==> src/rtl/core/xrng_pkg.sv <==
// Package with shared types, command codes and constants for the xoshiro256** generator.
package xrng_pkg;

    localparam int WordW = 64;
    localparam int HalfW = 32;

    typedef logic [WordW-1:0] word_t;
    typedef logic [1:0] cmd_t;

    localparam cmd_t CMD_SEED  = 2'd0;
    localparam cmd_t CMD_RAW   = 2'd1;
    localparam cmd_t CMD_BELOW = 2'd2;

    localparam word_t GOLDEN_INC = 64'h9e3779b97f4a7c15;
    localparam word_t MIX_MUL_A  = 64'hbf58476d1ce4e5b9;
    localparam word_t MIX_MUL_B  = 64'h94d049bb133111eb;

    typedef enum logic [3:0] {
        ST_IDLE,
        ST_MASK,
        ST_DRAW,
        ST_SCALE,
        ST_CHECK,
        ST_MIX_ADD,
        ST_MIX_MUL_A,
        ST_MIX_MUL_B
    } state_t;

    typedef struct packed {
        logic       draw;
        logic       load;
        logic [1:0] idx;
    } xrng_st_ctrl_t;

    function automatic word_t smear(input word_t w);
        word_t m;
        m = w;
        m = m | (m >> 1);
        m = m | (m >> 2);
        m = m | (m >> 4);
        m = m | (m >> 8);
        m = m | (m >> 16);
        m = m | (m >> 32);
        return m;
    endfunction

endpackage

==> src/rtl/core/xrng_mul.sv <==
// Iterative 64-bit multiplier giving the low product word from one 32x32 multiplier.
module xrng_mul
(
    input  logic                 clk,
    input  logic                 rst_n,
    input  logic                 start,
    input  xrng_pkg::word_t      a,
    input  xrng_pkg::word_t      b,
    output logic                 done,
    output xrng_pkg::word_t      product
);
    import xrng_pkg::*;

    word_t               a_reg;
    word_t               b_reg;
    word_t               acc_reg;
    word_t               acc_next;
    logic [1:0]          step_reg;
    logic                run_reg;
    logic                done_reg;
    logic [HalfW-1:0]    op_x;
    logic [HalfW-1:0]    op_y;
    logic [WordW-1:0]    part;
    word_t               term;

    always_comb
    begin
        op_x = a_reg[HalfW-1:0];
        op_y = b_reg[HalfW-1:0];
        case (step_reg)
            2'd1:    op_y = b_reg[WordW-1:HalfW];
            2'd2:    op_x = a_reg[WordW-1:HalfW];
            default: op_x = a_reg[HalfW-1:0];
        endcase
        part = {{HalfW{1'b0}}, op_x} * {{HalfW{1'b0}}, op_y};
        if (step_reg == 2'd0)
        begin
            term = part;
        end
        else
        begin
            term = {part[HalfW-1:0], {HalfW{1'b0}}};
        end
        acc_next = acc_reg + term;
    end

    always_ff @(posedge clk or negedge rst_n)
    begin
        if (!rst_n)
        begin
            run_reg  <= 1'b0;
            done_reg <= 1'b0;
            step_reg <= 2'd0;
        end
        else
        begin
            done_reg <= run_reg && (step_reg == 2'd2);
            if (start)
            begin
                run_reg  <= 1'b1;
                step_reg <= 2'd0;
            end
            else if (run_reg)
            begin
                step_reg <= step_reg + 2'd1;
                if (step_reg == 2'd2)
                begin
                    run_reg <= 1'b0;
                end
            end
        end
    end

    always_ff @(posedge clk)
    begin
        if (start)
        begin
            a_reg   <= a;
            b_reg   <= b;
            acc_reg <= '0;
        end
        else if (run_reg)
        begin
            acc_reg <= acc_next;
        end
    end

    assign done    = done_reg;
    assign product = acc_reg;

endmodule

==> src/rtl/core/xrng_state.sv <==
// Generator state words with the xoshiro256 step and seed loading.
module xrng_state
(
    input  logic                    clk,
    input  logic                    rst_n,
    input  xrng_pkg::xrng_st_ctrl_t ctrl,
    input  xrng_pkg::word_t         load_word,
    output xrng_pkg::word_t         s1
);
    import xrng_pkg::*;

    word_t gen_reg [4];
    word_t gen_next [4];
    word_t t2;
    word_t t3;

    always_comb
    begin
        gen_next = gen_reg;
        t2 = gen_reg[2] ^ gen_reg[0];
        t3 = gen_reg[3] ^ gen_reg[1];
        if (ctrl.draw)
        begin
            gen_next[1] = gen_reg[1] ^ t2;
            gen_next[0] = gen_reg[0] ^ t3;
            gen_next[2] = t2 ^ (gen_reg[1] << 17);
            gen_next[3] = {t3[18:0], t3[63:19]};
        end
        else if (ctrl.load)
        begin
            gen_next[ctrl.idx] = load_word;
        end
    end

    always_ff @(posedge clk or negedge rst_n)
    begin
        if (!rst_n)
        begin
            for (int i = 0; i < 4; i++)
            begin
                gen_reg[i] <= '0;
            end
        end
        else
        begin
            gen_reg <= gen_next;
        end
    end

    assign s1 = gen_reg[1];

endmodule

==> src/rtl/core/xoshiro256ss_rng_with_bounded_draw.sv <==
// Top level of the xoshiro256** generator with seeding and unbiased bounded draw.
// A raw draw runs mask, draw, scale and check, which registers the word once the output is free.
// A bounded draw repeats draw, scale and check per rejection; a bound below two skips to check.
// Seeding uses the shared multiplier twice per state word.
// A result word waits in an output register while the next command is accepted.
// Reset clears all four state words to zero and empties the output register.
module xoshiro256ss_rng_with_bounded_draw
(
    input  logic        clk,
    input  logic        rst_n,
    input  logic        s_axis_tvalid,
    output logic        s_axis_tready,
    input  logic [63:0] s_axis_tdata,  // [63:0] operand
    input  logic [1:0]  s_axis_tuser,  // [1:0] command
    output logic        m_axis_tvalid,
    input  logic        m_axis_tready,
    output logic [63:0] m_axis_tdata   // [63:0] value
);
    import xrng_pkg::*;

    state_t        state_reg;
    state_t        state_next;
    cmd_t          cmd_reg;
    cmd_t          cmd_next;
    word_t         n_reg;
    word_t         n_next;
    word_t         mask_reg;
    word_t         mask_next;
    word_t         tmp_reg;
    word_t         tmp_next;
    word_t         val_reg;
    word_t         val_next;
    word_t         acc_reg;
    word_t         acc_next;
    logic [1:0]    idx_reg;
    logic [1:0]    idx_next;
    word_t         out_reg;
    word_t         out_next;
    logic          out_valid_reg;
    logic          out_valid_next;

    xrng_st_ctrl_t st_ctrl;
    word_t         load_word;
    word_t         s1;
    logic          mul_start;
    word_t         mul_a;
    word_t         mul_b;
    logic          mul_done;
    word_t         mul_prod;

    word_t         sum;
    word_t         s1x5;
    word_t         scaled;
    logic          n_small;
    logic          hit;
    logic          out_free;

    assign n_small  = (n_reg[63:1] == '0);
    assign hit      = (cmd_reg == CMD_RAW) || n_small || (val_reg < n_reg);
    assign out_free = !out_valid_reg || m_axis_tready;
    assign sum      = acc_reg + GOLDEN_INC;
    assign s1x5     = s1 + (s1 << 2);
    assign scaled   = tmp_reg + (tmp_reg << 3);

    always_comb
    begin
        state_next = state_reg;
        case (state_reg)
            ST_IDLE:
            begin
                if (s_axis_tvalid)
                begin
                    case (s_axis_tuser)
                        CMD_SEED:  state_next = ST_MIX_ADD;
                        CMD_RAW:   state_next = ST_MASK;
                        CMD_BELOW: state_next = ST_MASK;
                        default:   state_next = ST_IDLE;
                    endcase
                end
            end
            ST_MASK:
            begin
                if ((cmd_reg == CMD_BELOW) && n_small)
                begin
                    state_next = ST_CHECK;
                end
                else
                begin
                    state_next = ST_DRAW;
                end
            end
            ST_DRAW:  state_next = ST_SCALE;
            ST_SCALE: state_next = ST_CHECK;
            ST_CHECK:
            begin
                if (!hit)
                begin
                    state_next = ST_DRAW;
                end
                else if (out_free)
                begin
                    state_next = ST_IDLE;
                end
            end
            ST_MIX_ADD: state_next = ST_MIX_MUL_A;
            ST_MIX_MUL_A:
            begin
                if (mul_done)
                begin
                    state_next = ST_MIX_MUL_B;
                end
            end
            ST_MIX_MUL_B:
            begin
                if (mul_done)
                begin
                    state_next = (idx_reg == 2'd3) ? ST_IDLE : ST_MIX_ADD;
                end
            end
            default: state_next = ST_IDLE;
        endcase
    end

    always_comb
    begin
        cmd_next       = cmd_reg;
        n_next         = n_reg;
        mask_next      = mask_reg;
        tmp_next       = tmp_reg;
        val_next       = val_reg;
        acc_next       = acc_reg;
        idx_next       = idx_reg;
        out_next       = out_reg;
        out_valid_next = out_valid_reg && !m_axis_tready;
        st_ctrl        = '0;
        load_word      = mul_prod ^ (mul_prod >> 31);
        mul_start      = 1'b0;
        mul_a          = sum ^ (sum >> 30);
        mul_b          = MIX_MUL_A;
        s_axis_tready  = 1'b0;
        case (state_reg)
            ST_IDLE:
            begin
                s_axis_tready = 1'b1;
                cmd_next      = s_axis_tuser;
                n_next        = s_axis_tdata;
                acc_next      = s_axis_tdata;
                idx_next      = 2'd0;
            end
            ST_MASK:
            begin
                mask_next = (cmd_reg == CMD_RAW) ? '1 : smear(n_reg - 64'd1);
                val_next  = '0;
            end
            ST_DRAW:
            begin
                st_ctrl.draw = 1'b1;
                tmp_next     = {s1x5[56:0], s1x5[63:57]};
            end
            ST_SCALE:
            begin
                val_next = scaled & mask_reg;
            end
            ST_CHECK:
            begin
                if (hit && out_free)
                begin
                    out_next       = val_reg;
                    out_valid_next = 1'b1;
                end
            end
            ST_MIX_ADD:
            begin
                acc_next  = sum;
                mul_start = 1'b1;
            end
            ST_MIX_MUL_A:
            begin
                if (mul_done)
                begin
                    mul_start = 1'b1;
                    mul_a     = mul_prod ^ (mul_prod >> 27);
                    mul_b     = MIX_MUL_B;
                end
            end
            ST_MIX_MUL_B:
            begin
                if (mul_done)
                begin
                    st_ctrl.load = 1'b1;
                    st_ctrl.idx  = idx_reg;
                    idx_next     = idx_reg + 2'd1;
                end
            end
            default:
            begin
                s_axis_tready = 1'b0;
            end
        endcase
    end

    always_ff @(posedge clk or negedge rst_n)
    begin
        if (!rst_n)
        begin
            state_reg     <= ST_IDLE;
            out_valid_reg <= 1'b0;
            idx_reg       <= 2'd0;
            cmd_reg       <= CMD_SEED;
        end
        else
        begin
            state_reg     <= state_next;
            out_valid_reg <= out_valid_next;
            idx_reg       <= idx_next;
            cmd_reg       <= cmd_next;
        end
    end

    always_ff @(posedge clk)
    begin
        n_reg    <= n_next;
        mask_reg <= mask_next;
        tmp_reg  <= tmp_next;
        val_reg  <= val_next;
        acc_reg  <= acc_next;
        out_reg  <= out_next;
    end

    xrng_state u_state
    (
        .clk       (clk),
        .rst_n     (rst_n),
        .ctrl      (st_ctrl),
        .load_word (load_word),
        .s1        (s1)
    );

    xrng_mul u_mul
    (
        .clk     (clk),
        .rst_n   (rst_n),
        .start   (mul_start),
        .a       (mul_a),
        .b       (mul_b),
        .done    (mul_done),
        .product (mul_prod)
    );

    assign m_axis_tvalid = out_valid_reg;
    assign m_axis_tdata  = out_reg;

endmodule

==> config.mk <==
export PLATFORM = sky130hd
export DESIGN_NAME = xoshiro256ss_rng_with_bounded_draw
export DESIGN_NICKNAME = d
export VERILOG_FILES = /design/src/rtl/core/xrng_pkg.sv /design/src/rtl/core/xrng_mul.sv /design/src/rtl/core/xrng_state.sv /design/src/rtl/core/xoshiro256ss_rng_with_bounded_draw.sv
export SDC_FILE = /design/constraint.sdc
export NUM_CORES = 2
export LEC_CHECK = 0
export BUFFER_PORTS_ARGS = -buffer_cell sky130_fd_sc_hd__buf_2
export CAP_MARGIN = 10
export CORE_MARGIN = 2
export CORE_UTILIZATION = 41
export DETAILED_ROUTE_END_ITERATION = 10
export SYNTH_ARGS = -nofsm -noshare
export SYNTH_HDL_FRONTEND = slang
export SYNTH_HIERARCHICAL = 1
export SYNTH_SLANG_ARGS = --single-unit
==> constraint.sdc <==
create_clock -name clk -period 15.6 [get_ports clk]
set_input_delay 0.78 -clock clk [delete_from_list [all_inputs] [get_ports clk]]
set_output_delay 0.78 -clock clk [all_outputs]
set_load 0.03 [all_outputs]
* Yosys cells after proc, flatten, opt, wreduce, memory -nomap -nowiden *
Index checks and enable logic that the tools add are counted.

word-level totals
  register bits after elaboration = 845
  latch bits = 0
  RAM bits = 0
  bits in read-only memories = 0
  input port bits = 70
  output and inout port bits = 66
  word-level logic and storage cells = 125
  memories = 0

cells by class
  add/sub/neg operators = 7
  multiply operators = 1
  divide/modulo/power cells = 0
  magnitude comparators = 3
  eq/ne operators = 18
  shift operators = 0
  muxes and demuxes = 37
  bitwise operators = 16
  reductions and logical operators = 23

operators with widths
  kind                                                                   count
  256-bit two-way mux                                                    2
  64-bit bitwise XOR                                                     5
  256-bit bitwise mux                                                    1
  64-bit two-way mux                                                     4
  64-bit case mux with 2 select lines                                    2
  64-bit adder                                                           3
  64-bit demux with 2-bit select                                         1
  64-bit adder (second input constant)                                   1
  64-bit AND                                                             1
  64-bit less-than comparator                                            1
  32-bit by 32-bit multiplier with 64-bit output                         1
  32-bit two-way mux                                                     2
  64-bit by 32-bit bitwise OR with 64-bit output                         1
  64-bit by 48-bit bitwise OR with 64-bit output                         1
  64-bit by 56-bit bitwise OR with 64-bit output                         1
  64-bit by 60-bit bitwise OR with 64-bit output                         1
  64-bit by 62-bit bitwise OR with 64-bit output                         1
  64-bit by 63-bit bitwise OR with 64-bit output                         1
  64-bit by 1-bit subtractor with 64-bit output (second input constant)  1
  64-bit by 33-bit bitwise XOR with 64-bit output                        1
  64-bit by 34-bit bitwise XOR with 64-bit output                        1
  64-bit by 37-bit bitwise XOR with 64-bit output                        1
  63-bit logical NOT                                                     1
  62-bit two-way mux                                                     1
  29 further kinds                                                       69

* Longest topological paths before layout *
  depth in word-level cells = 10
  mapped depth = 45
  mapped depth without buffers = 40

* Cells and area by module *
Netlist, hierarchy kept.

by module, submodules not included
  module                              times used  cells an instance  area an instance (µm²)  seq. area each (µm²)
  xrng_mul                            1           4790               43500.5                 5225.0
  xoshiro256ss_rng_with_bounded_draw  1           2788               27081.0                 11731.3
  xrng_state                          1           1530               14567.7                 6406.1

* Worst setup path before layout *
OpenSTA, ideal clock, no wires.

  path type = register to register
  start point = register u_mul.step_reg[0]
  end point = register u_mul.acc_reg[63], in the netlist u_mul/product[63]
  data arrival time = 10706 ps
  data required time = 15537 ps
  path slack = 4832 ps
  cell stages (with the launch flop) = 42
  path buffers = 4
  path through = dfrtp_1 -> inv_1 -> ha_1 -> clkbuf_1 -> clkbuf_1 -> mux2i_1 -> nor2_1 -> fa_1 -> fa_1 -> inv_1 -> fa_1 -> fa_1 -> inv_1 -> fa_1 -> fa_1 -> fa_1 -> inv_1 -> fa_1 -> (+6 left out) -> or2_2 -> or4_4 -> nand3_1 -> a31oi_1 -> xnor2_1 -> mux2_2 -> ha_1 -> clkbuf_1 -> a21o_1 -> a21oi_1 -> nor2_1 -> o21ai_0 -> a211o_1 -> o21ai_0 -> o31a_1 -> or3b_1 -> a21o_1 -> nand3_1

between the ends
  cells in the longest elaborated chain, start to end = 5
  elaborated cells on any way between the ends = 8
  classes of those cells = add/sub (1); mul (1); eq/ne (2); mux (3); reduce/logical (1)

RTL lines
  what                                                                              RTL line        source
  from (decl)                                                                       xrng_mul.sv:18  logic [1:0] step_reg;
  from (signal assigned)                                                            xrng_mul.sv:65  step_reg <= step_reg + 2'd1;
  2-bit == test / 2-bit by 1-bit == test with 1-bit output (equally long branches)  xrng_mul.sv:30  case (step_reg)
  32-bit two-way mux                                                                xrng_mul.sv:30
  32-bit by 32-bit multiplier with 64-bit output                                    xrng_mul.sv:35  part = {{HalfW{1'b0}}, op_x} * {{HalfW{1'b0}}, op_y};
  64-bit two-way mux *                                                              xrng_mul.sv:36  if (step_reg == 2'd0)
  64-bit adder *                                                                    xrng_mul.sv:44  acc_next = acc_reg + term;
  to (signal assigned)                                                              xrng_mul.sv:84  acc_reg <= acc_next;
  to (decl)                                                                         xrng_mul.sv:16  word_t acc_reg;

Mark *: on every way between the ends. The rest lies on a longest branch, timed or not.
A chain may end at the register's enable or synchronous reset.

* Worst setup path after layout *
  start point = register u_mul.step_reg[0]
  end point = register u_mul.acc_reg[59], in the netlist u_mul/product[59]

The elaborated chain is that of the path after synthesis.

==> key figures <==
Synth
  • Mapped Area: 85100 um2
  • Syn_area_per_cell: 9.35 um2
  • Post-synthesis compound-gate area fraction: 12.9%
  • Part of the Yosys area used for sequential elements: 27.4%
  • Synth area leader: fa_1
  • Largest family of logic cells by synthesized area: adder cells
  • Post-synth top area share: 21.1%
  • Synth top area cells: fa_1 (21%), edfxtp_1 (18%), dfrtp_1 (7.9%)
  • Post-Synthesis Cells: 9108
  • Primary FF master, synth: edfxtp_1
  • Synth unique cells: 104
  • Share of flip-flops with an asynchronous set or reset: 31.8%
  • Synth Area in Simple Gates: 13.8%
  • EDFF count, synth: 512
  • Yosys reg bits: 844
  • Post-synthesis adder-cell area fraction: 28.8%
  • Synth Warn #: 6
  • XOR/XNOR Fraction of Synth Area: 7.55%
  • Mux contribution to synthesized area: 2.35%

Clock network
  • H-Tree Level Count: 3
  • CTS Hold Bufs: 1
  • Root buffer cell: clkbuf_16
  • Sink Count: 844
  • Reg clk slew, reported paths: 0.07 ns
  • Clk Latency, worst-skew pair: 0.80 ns
  • Total CTS buffers: 99
  • Clock Path Buffers: 3
  • TritonCTS clock tree: yes
  • Post-CTS Resized: 0
  • Post-CTS Setup Inserts: 0

Hold path
  • Hold path endpoint: n_reg[51]
  • Worst Hold Class: in -> reg
  • Hold Crit Start: s_axis_tdata[51]
  • WHS Path Cells: 1

Critical path
  • Crit path DAT: 13.43 ns
  • Data required time of the worst path: 16.21 ns
  • CP max stage delay: 0.89 ns
  • CP Capture Type: register
  • Startpoint Class: register
  • CP Class: reg -> reg
  • Slowest CP cell: xor2_1
  • R2r endpoint: u_mul/product[59]
  • R2r setup slk: 2.78 ns
  • Reg2reg start: u_mul/step_reg[0]
  • Crit Path Max Fanout: 47
  • R2r worst-path depth: 38
  • Cell mode on critical path: fa_1

STA
  • Setup Skew: 0.0974 ns
  • Final setup fails: 0
  • Final Hold Fails: 0
  • Period utilization: 82.2%
  • Slew @ Worst Pin: 1.43 ns
  • Slew Limit Fails: 0
  • RSZ-0062 raised after global routing: no
  • Fmax: 78.0 MHz
  • Period minus WS final: 12.82 ns
  • Setup TNS: 0 ns
  • Worst rel slew slack: 4.09%

Final layout
  • FILL cells: 19863
  • Final nets: 10487
  • Area Growth Syn to Fin: 7.57%
  • Share of cells above drive strength 1: 6.73%
  • Max reg flops: 192

Drt
  • Vias: 68915
  • Total wire length: 299000 um
  • WL per Instance: 25.4 um
  • Starting DRT DRC Count: 7501
  • Pre-antenna DRT Iters: 6
  • Via density: 5.85
  • DR DRC count: 0
  • Post-route ant nets: 0

Die
  • Starting Density: 41.2%
  • I/O pin cnt: 136
  • Die Area: 211000 um2
  • Rows: 167
  • Chip Height: 460 um
  • Core ar.: 207000 um2
  • Die W: 460 um

Global route
  • GR Util met1: 40.5%
  • Largest net degree at the start of global routing: 135
  • First-pass GRT wire length: 443000 um
  • Global route total overflow: 0
  • GRT met3 Usage: 5.08%
  • GRT busiest layer: met2
  • Initial antenna violation count: 21
  • Met2 Use GR: 41.5%
  • All-Layer GR Usage: 28.0%
  • Vias in the first global route: 67741

Job
  • Max-Cap Viols: 0

Place
  • I/O Buffers: 135
  • Final HPWL DP: 231000 um
  • Placer Congestion: 0.971

Status
  • Run status: finished, final reports clean
[cells in the final DEF (no fill, tap or decap), drive strengths merged, types with 130 or more instances in the layout]
cell type,n
a21oi,632
a22oi,261
buf,253
clkbuf,130
dfrtp,268
edfxtp,512
fa,899
ha,519
inv,1002
nand2,1108
nor2,858
o21ai,342
xnor2,434
xor2,300
[worst max path at each step]
stage,from,to,slack [ns],depth (start not counted)
after floorplan,u_mul/step_reg[0],u_mul/product[63],4.83,41
after global placement,u_mul/step_reg[0],u_mul/product[62],3.08,32
after detailed placement,u_mul/step_reg[0],u_mul/product[59],3.04,38
after CTS,u_mul/step_reg[0],u_mul/product[59],3.03,36
after global routing,u_mul/step_reg[0],u_mul/product[59],2.16,38
final,u_mul/step_reg[0],u_mul/product[59],2.78,38
[metal layers]
layer / up-vias / share of wire [%]
met4: 2 / 4.3
met3: 515 / 9.1
met5: - / 0.0043
met1: 34952 / 43
met2: 3153 / 43
li1: 30293 / -
[cells by family (layout without fill, tap and decap cells)]
family	Yosys count	after routing
AND/OR/NAND/NOR	2669	2669
AO/OA/AOI/OAI	1757	1757
buffers and inverters	1494	1439
adder cells (fa/ha/maj)	1418	1418
flip-flops	844	844
XOR/XNOR	734	734
multiplexers	190	190
other	2	35
[area by class of cell]
cell class	count	area, um2	area share, %
multi-input cells	6801	56100	61.2
flip-flops and latches	844	23400	25.5
inverters	999	3750	4.10
well taps	2704	3380	3.69
clock buffers	130	2770	3.02
repair buffers	254	1590	1.74
clock inverters	56	672	0.734
diodes	2	5.00	0.00546
[critical path: cells and delay by family, from the launching register on]
family          cells  cell delay, ns
xor+xnor            2            1.01
flops               1            0.43
mux                 1            0.25
buf+inv             7            1.19
compound gates     12            3.34
fa+ha+maj          11            5.48
simple gates        5            0.93
[synthesized netlist by cell type (all sizes together), types with 23 or more instances]
cell type,instances
o21bai,43
o31ai,28
nand2b,35
nand4,82
nor2,858
and2,58
nand2,1108
o211ai,30
nor3,111
edfxtp,512
dfxtp,64
mux2,79
ha,519
a21oi,632
and3,93
o21ai,342
nand3,122
mux2i,111
nor4,37
a21o,126
nor2b,29
fa,899
buf,158
a22oi,261
or3,23
clkbuf,337
a211oi,57
xnor2,434
o21a,44
a31oi,42
dfrtp,268
xor2,300
inv,996
[per-stage QoR]
step	instances	hold WS [ns]	instance area [um2]	utilization, %	worst slack, ns
2_1_floorplan	9139	0.417	85300	-	4.83
3_3_place_gp	11600	0.440	88100	42.6	3.08
3_5_place_dp	11601	0.440	88100	42.6	3.04
4_1_cts	11788	0.146	91600	44.3	3.03
5_1_grt	11789	0.177	91600	44.3	2.16
6_report	11790	0.192	91600	44.3	2.78
Power is left out: the tool's default activity adds up to more than one toggle a clock period on the data nets, which glitch-free logic cannot reach.
